[src/hdl/pcmf_pkg.sv]
// ============================================================================
// pcmf_pkg - shared types and constants for the PCM to float converter
// Sample format codes and the inter-stage record.
// ============================================================================
`default_nettype none
package pcmf_pkg;

  localparam int unsigned FmtW = 3;
  localparam logic [FmtW-1:0] FmtReset = 3'd1;

  typedef enum logic [FmtW-1:0] {
    FMT_U8  = 3'd0,
    FMT_S16 = 3'd1,
    FMT_S24 = 3'd2,
    FMT_S32 = 3'd3,
    FMT_F32 = 3'd4,
    FMT_F64 = 3'd5,
    FMT_R6  = 3'd6,
    FMT_R7  = 3'd7
  } fmt_e;

  // Stage 1 -> stage 2 record: unpacked operand ready for normalization.
  typedef struct packed {
    logic        pass;     // result fixed, in bits
    logic [31:0] bits;
    logic        is_dbl;   // double path
    logic        neg;
    logic [31:0] mag;      // integer magnitude (<= 2^31)
    logic [4:0]  scale;
    logic [10:0] dexp;
    logic [52:0] dman;     // double mantissa with hidden bit
    logic        last;
  } s1_t;

  // Stage 2 -> stage 3 record: shifted value before rounding.
  typedef struct packed {
    logic        pass;
    logic [31:0] bits;
    logic        neg;
    logic [8:0]  fe;       // biased exponent, unsigned
    logic [25:0] sig;      // 24 kept bits, guard, sticky
    logic        sub;      // double subnormal path: no hidden bit
    logic        last;
  } s2_t;

endpackage
`default_nettype wire

[src/hdl/pcmf_unpack.sv]
// ============================================================================
// pcmf_unpack - stage 1
// Picks the sample bits per format, forms sign and magnitude, spots specials.
// ============================================================================
`default_nettype none
module pcmf_unpack (
  input  wire logic [63:0]          raw_i,
  input  wire logic                 last_i,
  input  wire pcmf_pkg::fmt_e       fmt_i,
  output pcmf_pkg::s1_t             s1_o
);
  logic [10:0] ex;
  logic [51:0] fr;
  logic [31:0] v;
  always_comb begin
    ex = raw_i[62:52];
    fr = raw_i[51:0];
    v  = 32'd0;
    s1_o = '0;
    s1_o.last = last_i;
    s1_o.dexp = ex;
    s1_o.dman = {1'b1, fr};
    case (fmt_i)
      pcmf_pkg::FMT_U8: begin
        s1_o.neg   = ~raw_i[7];
        s1_o.mag   = raw_i[7] ? {25'd0, raw_i[6:0]} : 32'd128 - {24'd0, raw_i[7:0]};
        s1_o.scale = 5'd7;
      end
      pcmf_pkg::FMT_S16: begin
        v = {{16{raw_i[15]}}, raw_i[15:0]};
        s1_o.neg = raw_i[15];
        s1_o.mag = raw_i[15] ? 32'd0 - v : v;
        s1_o.scale = 5'd15;
      end
      pcmf_pkg::FMT_S24: begin
        v = {{8{raw_i[23]}}, raw_i[23:0]};
        s1_o.neg = raw_i[23];
        s1_o.mag = raw_i[23] ? 32'd0 - v : v;
        s1_o.scale = 5'd23;
      end
      pcmf_pkg::FMT_S32: begin
        s1_o.neg = raw_i[31];
        s1_o.mag = raw_i[31] ? 32'd0 - raw_i[31:0] : raw_i[31:0];
        s1_o.scale = 5'd31;
      end
      pcmf_pkg::FMT_F32: begin
        s1_o.pass = 1'b1;
        s1_o.bits = raw_i[31:0];
      end
      pcmf_pkg::FMT_F64: begin
        s1_o.is_dbl = 1'b1;
        s1_o.neg    = raw_i[63];
        if (ex == 11'h7FF) begin
          s1_o.pass = 1'b1;
          s1_o.bits = (fr == 52'd0) ? {raw_i[63], 8'hFF, 23'd0}
                                    : {raw_i[63], 8'hFF, 1'b1, fr[50:29]};
        end else if (ex == 11'd0) begin
          s1_o.pass = 1'b1;
          s1_o.bits = {raw_i[63], 31'd0};
        end
      end
      default: begin
        s1_o.pass = 1'b1;
      end
    endcase
  end
endmodule
`default_nettype wire

[src/hdl/pcmf_norm.sv]
// ============================================================================
// pcmf_norm - stage 2
// Leading-one search and alignment to a 24-bit significand plus guard/sticky.
// ============================================================================
`default_nettype none
module pcmf_norm (
  input  wire pcmf_pkg::s1_t s1_i,
  output pcmf_pkg::s2_t s2_o
);
  logic [4:0]  p;
  logic [63:0] w;
  logic [6:0]  sh;
  logic signed [11:0] fe;
  logic [55:0] shd;
  logic        stk;
  always_comb begin
    p = 5'd0;
    for (int i = 0; i < 32; i++) begin
      if (s1_i.mag[i]) p = 5'(i);
    end
    s2_o = '0;
    s2_o.pass = s1_i.pass;
    s2_o.bits = s1_i.bits;
    s2_o.neg  = s1_i.neg;
    s2_o.last = s1_i.last;
    w = '0; sh = '0; fe = '0; shd = '0; stk = 1'b0;
    if (s1_i.is_dbl) begin
      fe = $signed({1'b0, s1_i.dexp}) - 12'sd896;
      if (fe >= 12'sd1) begin
        // keep 24 bits, guard at bit 28, sticky below
        s2_o.sig = {s1_i.dman[52:28], |s1_i.dman[27:0]};
        // anything at or above 255 overflows; saturate to fit the field
        s2_o.fe  = (fe > 12'sd255) ? 9'd255 : 9'(fe);
      end else begin
        // subnormal: result = m >> (30 - fe); shift by one less keeps guard at bit 0
        if (fe <= -12'sd24) begin
          s2_o.sig = '0;
        end else begin
          sh  = 7'(12'sd29 - fe);
          shd = {3'd0, s1_i.dman} >> sh;
          for (int j = 0; j < 53; j++) begin
            if (j < int'(sh) && s1_i.dman[j]) stk = 1'b1;
          end
          s2_o.sig = {shd[24:0], stk};
        end
        s2_o.sub = 1'b1;
        s2_o.fe  = 9'd0;
      end
    end else if (!s1_i.pass) begin
      if (s1_i.mag == 32'd0) begin
        s2_o.pass = 1'b1;
        s2_o.bits = 32'd0;
      end else begin
        w = {32'd0, s1_i.mag} << (6'd32 - {1'b0, p});
        // w[32] = leading one, next 23 kept, then guard and sticky
        s2_o.sig = {w[32:8], |w[7:0]};
        s2_o.fe  = 9'({4'd0, p} - {4'd0, s1_i.scale} + 9'd127);
      end
    end
  end
endmodule
`default_nettype wire

[src/hdl/pcmf_round.sv]
// ============================================================================
// pcmf_round - stage 3
// Nearest-even rounding, carry into exponent, overflow to infinity, packing.
// ============================================================================
`default_nettype none
module pcmf_round (
  input  wire pcmf_pkg::s2_t s2_i,
  output logic [31:0]   bits_o
);
  logic        g, s, lsb, inc;
  logic [24:0] r;
  logic [8:0]  e;
  always_comb begin
    g   = s2_i.sig[1];
    s   = s2_i.sig[0];
    lsb = s2_i.sig[2];
    inc = g & (s | lsb);
    r   = {1'b0, s2_i.sig[25:2]} + {24'd0, inc};
    e   = s2_i.fe;
    if (s2_i.pass) begin
      bits_o = s2_i.bits;
    end else if (s2_i.sub) begin
      // carry into bit 23 naturally yields the smallest normal
      bits_o = {s2_i.neg, 8'd0, 23'd0} + {7'd0, r};
    end else begin
      if (r[24]) e = e + 9'd1;
      if (e >= 9'd255) begin
        bits_o = {s2_i.neg, 8'hFF, 23'd0};
      end else begin
        bits_o = {s2_i.neg, e[7:0], (r[24] ? r[23:1] : r[22:0])};
      end
    end
  end
endmodule
`default_nettype wire

[src/hdl/pcm_sample_to_float_converter_top.sv]
// ============================================================================
// pcm_sample_to_float_converter_top - raw PCM sample to binary32
// Three-stage pipeline: unpack, normalize, round/pack; output register.
// ============================================================================
//  channel   dir  handshake             payload
//  sample    in   s_valid_i/s_ready_o   raw_sample_i[63:0], last_in_i
//  float     out  m_valid_o/m_ready_i   float_bits_o[31:0], last_out_o
//  config    in   cfg_we_i              cfg_data_i[2:0] (sample_format)
//
// One transaction per clock sustained while m_ready_i is high; a sample
// passes the unpack, normalize and round register stages in that order
// before it is offered on the float channel.
// Reset clears all valid bits and loads format int16.
// A stall freezes every full stage with no empty stage ahead; bubbles are filled, so ready
// stays high while any stage ahead is empty.
`default_nettype none
module pcm_sample_to_float_converter_top (
  input  wire logic        clk_i,
  input  wire logic        rst_ni,
  input  wire logic        cfg_we_i,
  input  wire logic [2:0]  cfg_data_i,
  input  wire logic        s_valid_i,
  output logic             s_ready_o,
  input  wire logic [63:0] raw_sample_i,
  input  wire logic        last_in_i,
  output logic             m_valid_o,
  input  wire logic        m_ready_i,
  output logic [31:0]      float_bits_o,
  output logic             last_out_o
);
  pcmf_pkg::fmt_e fmt_q;
  pcmf_pkg::s1_t  s1_d, s1_q;
  pcmf_pkg::s2_t  s2_d, s2_q;
  logic [31:0]    bits_d, bits_q;
  logic           last_q;
  logic           v1_q, v2_q, v3_q;
  logic           en1, en2, en3;

  always_ff @(posedge clk_i or negedge rst_ni) begin
    if (!rst_ni) fmt_q <= pcmf_pkg::fmt_e'(pcmf_pkg::FmtReset);
    else if (cfg_we_i) fmt_q <= pcmf_pkg::fmt_e'(cfg_data_i);
  end

  // stage advance when downstream slot is free or moving
  assign en3 = !v3_q || m_ready_i;
  assign en2 = !v2_q || en3;
  assign en1 = !v1_q || en2;
  assign s_ready_o = en1;

  pcmf_unpack u_unpack (.raw_i(raw_sample_i), .last_i(last_in_i), .fmt_i(fmt_q),
                        .s1_o(s1_d));
  pcmf_norm   u_norm   (.s1_i(s1_q), .s2_o(s2_d));
  pcmf_round  u_round  (.s2_i(s2_q), .bits_o(bits_d));

  always_ff @(posedge clk_i or negedge rst_ni) begin
    if (!rst_ni) begin
      v1_q <= 1'b0; v2_q <= 1'b0; v3_q <= 1'b0;
    end else begin
      if (en1) v1_q <= s_valid_i;
      if (en2) v2_q <= v1_q;
      if (en3) v3_q <= v2_q;
    end
  end

  always_ff @(posedge clk_i) begin
    if (en1) s1_q <= s1_d;
    if (en2) s2_q <= s2_d;
    if (en3) begin
      bits_q <= bits_d;
      last_q <= s2_q.last;
    end
  end

  assign m_valid_o    = v3_q;
  assign float_bits_o = bits_q;
  assign last_out_o   = last_q;
endmodule
`default_nettype wire
[config.mk]
export PLATFORM = sky130hd
export DESIGN_NAME = pcm_sample_to_float_converter_top
export DESIGN_NICKNAME = d
export VERILOG_FILES = /design/src/hdl/pcmf_pkg.sv /design/src/hdl/pcmf_unpack.sv /design/src/hdl/pcmf_norm.sv /design/src/hdl/pcmf_round.sv /design/src/hdl/pcm_sample_to_float_converter_top.sv
export SDC_FILE = /design/constraint.sdc
export NUM_CORES = 1
export LEC_CHECK = 0
export ABC_AREA = 1
export BUFFER_PORTS_ARGS = -buffer_cell sky130_fd_sc_hd__buf_2
export CAP_MARGIN = 0
export CELL_PAD_IN_SITES_DETAIL_PLACEMENT = 1
export CELL_PAD_IN_SITES_GLOBAL_PLACEMENT = 1
export CORE_ASPECT_RATIO = 0.6
export CORE_MARGIN = 2
export CORE_UTILIZATION = 35
export CTS_BUF_LIST = sky130_fd_sc_hd__clkbuf_8
export CTS_CLUSTER_SIZE = 8
export DETAILED_ROUTE_END_ITERATION = 8
export PLACE_DENSITY_LB_ADDON = 0.1
export SLEW_MARGIN = 10
export SYNTH_ARGS = -nofsm -noshare
export SYNTH_HDL_FRONTEND = slang
export SYNTH_SLANG_ARGS = --single-unit
[constraint.sdc]
create_clock -name clk_i -period 5.62 [get_ports clk_i]
set_input_delay 0.843 -clock clk_i [delete_from_list [all_inputs] [get_ports clk_i]]
set_output_delay 0.843 -clock clk_i [all_outputs]
set_load 0.1 [all_outputs]
==> results.md, run 1 <==
- Status: complete, no violations
- Clk slew on worst S/H paths: 0.06 ns
- Via count: 17,100
- Buf/Inv on CP: 4
- Synth Area in Adders: 0.0168
- Switching part of the total: 0.468
- Biggest area consumer among synthesized cells: edfxtp_1
- Antenna cell count: 0
- Leakage: 8.28 nW
- Largest net degree at the start of global routing: 72
- DRC: 0
- Placed insts: 2,878
- Worst setup path class: register to register
- Synth-to-layout area growth: 12.3%
- Syn nets: 2,282
- Power per Cell Area: 417 nW/um^2
- Required time worst endpoint: 6.05 ns
- Critical path origin: s1_q[72]
- Synth Area in Compound Gates: 0.162
- DRT iter0 DRCs: 1,991
- Fin util: 0.397
- Detail Placement HPWL: 66,900 um
- Slowest cell on crit path: nor2_1
- Starting Density: 0.353
- Cell area after placement: 18,100 um^2
- Clock power share: 0.212
- Pint: 4.20 mW
- Nets: 2,377
- Total die area: 50,000 um^2
- Antenna violations before repair: 10
- Logic pwr share: 0.437
- Largest family of logic cells by synthesized area: simple AND/OR/NAND/NOR gates
- Final non-filler cell area: 18,900 um^2
- Avg WL per Cell: 27.7 um
- Rows: 62
- Number of synthesized flops with an enable pin: 238
- Cts repair resizes: 0
- Synth Area in XOR/XNOR: 0.0182
- Crit path DAT: 5.15 ns
- Async S/R FF share, synth: 0.0246
- Max clock buf depth: 3
- Number of global-route vias before repair: 16,500
- Syn Inst Count: 2,187
- Nature of the critical path endpoint: register
- Synth top area share: 0.424
- Final Cycle Share: 0.841
- Sw Pwr: 3.69 mW
- Most frequent cells after synthesis: nand2_1, inv_1, o21ai_0, edfxtp_1, nand3_1
- Overflow after GRT: 0
- DIE WIDTH: 287 um
- Max stage delay on crit path: 0.92 ns
- Unrepaired setup endpoints after global routing: no
- Slew headroom: 0.187
- Top delay family on crit path: simple AND/OR/NAND/NOR gates
- Total routed wirelength: 81,700 um
- Startpoint Class: register
- Worst Tran Pin Value: 1.22 ns
- Clock buffer count from CTS: 42
- 1st-pass router iterations: 5
- Core ar.: 47,700 um^2
- Setup violators final: 0
- Area contributors post-synth: edfxtp_1, nand2_1, o21ai_0
- Clock Latency Late Sink: 0.59 ns
- Sink Count: 244
- Final Hold Viols: 0
- CP dominant cell by count: nand2_1
- Post-synthesis mux area share: 0.0214
- Layout cells sized above 1: 0.104
- Syn Std Cell Area: 16,800 um^2
- Post-CTS Setup Inserts: 0
- Fin crit period: 4.73 ns
- FF+latch count, synth: 244
- Register area share after synthesis: 0.433
- CTS Hold Bufs: 0
- Simple-Gate Fraction of Synth Area: 0.261
- Root Buffer Master: clkbuf_8
- Sequential Power Share: 0.351
- Top-count cell post-synth: nand2_1
- Maximum vdd ir drop: 0.000205 V
- Htree depth: 2
- Routability Congestion: 0.996
- Post-route ant nets: 0
- Crit Reg-Reg Startpoint: s1_q[72]
- Die Height: 174 um
- First-pass GRT wire length: 117,000 um
- Fmax: 0.212 GHz
- Syn avg cell area: 7.70 um^2
- Min-delay worst type: primary input to asynchronous set/reset pin
- Setup_tns: 0 ns
- Synthesis warning total: 0
- Fin. max-slew vios: 0
- GR Util All Layers: 0.325
- PortBufs: 107
- CP max FO: 49
- Synth Flop Type: edfxtp_1
- Clock Skew: 0.0352 ns
- Routed vias/inst: 5.80
- TritonCTS clock tree: yes
- Ports: 108
- Max Cap Viol: 0
- Final Non-Filler Cells: 2,948
- Synth cell types: 63
kinds of logic (layout without fill, tap and decap cells):
kind of cell	after synthesis	after routing
fa+ha+maj	22	22
xor+xnor	35	35
other cells	1	1
buf+inv	384	505
simple gates	1005	1005
mux	36	36
flops	244	244
compound gates	460	460
layout make-up:
| type | instances | area, um^2 |
|---|---|---|
| fillers | 5932 | 28800 |
| multi-input cells | 1559 | 8100 |
| flip-flops and latches | 244 | 7300 |
| inverters | 292 | 1100 |
| repair buffers | 143 | 806 |
| well taps | 640 | 801 |
| clock buffers | 43 | 592 |
| clock inverters | 27 | 229 |
power groups by stage:
stage	combinational [mW]	sequential [mW]	clock, mW
after detailed placement	3.36	2.79	0
final	3.45	2.77	1.67
after global placement	3.35	2.77	0
after global routing	3.73	2.79	1.79
after floorplan	1.91	3.03	0
after CTS	3.38	2.75	1.71
through the flow:
stage                     worst slack (ns)  hold WS [ns]  total power [mW]
final                                0.895        0.0819              7.89
after global routing                 0.458        0.0638              8.31
after CTS                            0.960        0.0484              7.84
after detailed placement             0.853         0.406              6.15
after global placement               0.999         0.403              6.12
after floorplan                      0.925         0.400              4.95
final timing paths:
check	endpoint	slack, ns	depth (start not counted)
hold / removal	v2_q	0.08	1
setup reg to reg	s2_q[2]	0.89	38
max in group asynchronous	fmt_q[0]	5.31	1
hold reg to reg	s2_q[37]	0.43	0
setup / recovery	s2_q[2]	0.89	38
min in group clk_i	s2_q[37]	0.43	0
state kept, by name, indices dropped and copies added, names as in the netlist:
name / cells
s1_q: 134
s2_q: 71
float_bits_o: 32
fmt_q: 3
last_out_o: 1
m_valid_o: 1
v1_q: 1
v2_q: 1
cell usage in the layout, fill, tap and decap left out, drive strengths merged, types with 36 or more instances in the layout:
master  count
nor2      140
a21oi      61
mux2i      36
clkbuf     43
edfxtp    238
inv       298
buf       143
o21ai     248
nand2     565
nand3     202
layer usage:
layer,routed length [um],track usage,vias to the layer above,part of all wire
met4,1220,0.0493,0,0.015
li1,-,-,7744,-
met1,42700,0.556,8443,0.52
met2,28500,0.390,830,0.35
met5,0,0,-,0
met3,9240,0.0866,80,0.11
Power figures use the tool's default switching activity.
==> run 2: changes to the inputs <==
--- a/config.mk
+++ b/config.mk
@@ -5,7 +5,7 @@
 export SDC_FILE = /design/constraint.sdc
 export NUM_CORES = 1
 export LEC_CHECK = 0
-export ABC_AREA = 1
+export ABC_AREA = 0
 export BUFFER_PORTS_ARGS = -buffer_cell sky130_fd_sc_hd__buf_2
 export CAP_MARGIN = 0
 export CELL_PAD_IN_SITES_DETAIL_PLACEMENT = 1
==> constraint.sdc (replaced) <==
create_clock -name clk_i -period 4.1 [get_ports clk_i]
set_input_delay 0.615 -clock clk_i [delete_from_list [all_inputs] [get_ports clk_i]]
set_output_delay 0.615 -clock clk_i [all_outputs]
set_load 0.1 [all_outputs]
==> results.md, run 2 <==
- Most frequent cells in the layout: edfxtp_1, nand2_1, nor2_1, buf_4, buf_2
- FF+latch count, synth: 244
- Synth top area share: 0.415
- Nets: 1,924
- Avg WL per Cell: 29.5 um
- Post-route ant nets: 0
- Worst Tran Pin Value: 1.18 ns
- Number of global-route vias before repair: 15,000
- Nature of the critical path endpoint: register
- CP max FO: 7
- Clock Latency Late Sink: 0.62 ns
- FF-to-FF End: s2_q[18]
- Synth Flop Type: edfxtp_1
- GR Util All Layers: 0.287
- Antenna violations before repair: 0
- Final Hold Viols: 0
- Routability Congestion: 0.969
- Power per Cell Area: 582 nW/um^2
- Commonest non-fill, non-tap cell in the layout: edfxtp_1
- Top reg by flops: s1_q
- Hold_sp: raw_sample_i[55]
- Htree depth: 2
- Fillers: 5,399
- Syn avg cell area: 10.3 um^2
- Synth-to-layout area growth: 15.6%
- Sink Count: 244
- DIE WIDTH: 290 um
- Biggest area consumer among synthesized cells: edfxtp_1
- Setup_tns: 0 ns
- Crit path DAT: 4.27 ns
- Syn nets: 1,759
- Final Non-Filler Cells: 2,501
- DRT iter0 DRCs: 1,750
- Cell chain of the critical path: o31a_1 -> nor4_2 -> o21ai_0 -> o31ai_2 -> inv_1 -> ha_1 -> inv_1 -> buf_4 -> mux4_2 -> mux2i_1 -> o22ai_1 -> or3_1
- Total routed wirelength: 73,700 um
- Switching part of the total: 0.444
- Max stage delay on crit path: 0.39 ns
- Slowest cell on crit path: mux2i_1
- Placed insts: 2,421
- Clk slew on worst S/H paths: 0.06 ns
- Root Buffer Master: clkbuf_8
- Largest net degree at the start of global routing: 136
- Fmax: 0.254 GHz
- Clock Skew: 0.0474 ns
- Antenna cell count: 0
- Max clock buf depth: 3
- Min-delay worst type: primary input to register
- Layout cells sized above 1: 0.222
- Via count: 15,400
- Top-count cell post-synth: edfxtp_1
- Largest register FFs: 134
- Maximum vdd ir drop: 0.000270 V
- Most frequent cells after synthesis: edfxtp_1, nand2_1, nor2_1, o21ai_0, a21oi_1
- Sequential Power Share: 0.333
- Unrepaired setup endpoints after global routing: no
- Syn Std Cell Area: 17,200 um^2
- Slew headroom: 0.212
- Max Cap Viol: 0
- Register area share after synthesis: 0.424
- Fin crit period: 3.94 ns
- Ports: 108
- Hold path depth: 1
- Total die area: 51,000 um^2
- Top delay family on crit path: compound AO/OA/AOI/OAI gates
- Core ar.: 48,200 um^2
- Synth cell types: 106
- Fin util: 0.413
- Worst R2R Setup Slack: 0.16 ns
- Sw Pwr: 5.13 mW
- Logic pwr share: 0.477
- Synthesis warning total: 0
- Routed vias/inst: 6.17
- 1st-pass router iterations: 5
- CP dominant cell by count: inv_1
- Hold Path End: s1_q[57]
- Final Cycle Share: 0.961
- Crit Reg-Reg Startpoint: s1_q[75]
- Overflow after GRT: 0
- Leakage: 7.75 nW
- Detail Placement HPWL: 58,600 um
- Buf/Inv on CP: 3
- Rows: 62
- Status: complete, no violations
- Post-layout total power: 11.6 mW
- Die Height: 176 um
- PortBufs: 107
- Fin. max-slew vios: 0
- Clock power share: 0.190
- Syn Inst Count: 1,664
- Number of synthesized flops with an enable pin: 238
- Cells on worst reg2reg path: 12
- TritonCTS clock tree: yes
- Startpoint Class: register
- Async S/R FF share, synth: 0.0246
- Clock buffer count from CTS: 42
- Area contributors post-synth: edfxtp_1, mux4_2, mux2i_1
- Worst setup path class: register to register
- Required time worst endpoint: 4.42 ns
- Starting Density: 0.357
- DRC: 0
- Setup violators final: 0
- First-pass GRT wire length: 107,000 um
- Pint: 6.43 mW
-- run 2: worst max-delay path by stage --
stage / start / end / slack, ns / depth (start not counted)
final: s1_q[75] / s2_q[18] / 0.16 / 12
after CTS: s1_q[75] / s2_q[22] / 0.01 / 11
after detailed placement: s1_q[75] / s2_q[18] / -0.09 / 12
after global placement: s1_q[75] / s2_q[18] / 0.13 / 12
after floorplan: m_valid_o / s1_q[0] / -3.26 / 1
after global routing: s1_q[75] / s2_q[33] / 0.0001 / 17
-- run 2: power by group through the flow --
stage / combinational, mW / sequential (mW) / clock [mW]
floorplan: 3.09 / 4.28 / 0
global placement: 5.28 / 3.87 / 0
detailed placement: 5.32 / 3.88 / 0
CTS: 5.40 / 3.83 / 2.24
global route: 5.86 / 3.90 / 2.35
finish: 5.51 / 3.86 / 2.20
-- run 2: per-layer routing --
layer,up-vias,wire length [um],GRT usage
met5,-,0,0
met4,0,945,0.0436
met3,65,8010,0.0757
met2,747,28600,0.383
met1,7873,36200,0.459
li1,6750,-,-
-- run 2: cells by family after synthesis --
kind of cell    share of synthesized area
buf+inv                            0.0372
other cells                      0.000218
flops                               0.424
fa+ha+maj                          0.0170
mux                                 0.149
compound gates                      0.173
simple gates                        0.168
xor+xnor                           0.0322
-- run 2: layout make-up --
type | count | area [um^2] | share of cell area
Multi-Input combinational cell | 1270 | 9320 | 0.469
Sequential cell | 244 | 7300 | 0.367
Timing Repair Buffer | 223 | 1480 | 0.0746
Tap cell | 640 | 801 | 0.0403
Clock buffer | 45 | 619 | 0.0312
Inverter | 48 | 183 | 0.00919
Clock inverter | 31 | 171 | 0.00862
-- run 2: timing repair --
| item | in CTS | in global routing |
|---|---|---|
| setup endpoints to repair | 6 | 14 |
| pin swaps | 1 | 0 |
| resized for setup | 0 | 3 |
| setup buffers | 3 | 0 |
| hold buffers | 1 | 0 |
| hold endpoints to repair | 5 | 0 |
-- run 2: metrics by stage --
step	cell area, um^2	hold slack [ns]	worst slack (ns)
final	19900	0.204	0.158
after CTS	19900	0.179	0.0134
after floorplan	17200	0.319	-3.26
after detailed placement	19000	0.406	-0.0920
after global routing	19900	0.180	0.000112
after global placement	19000	0.402	0.126
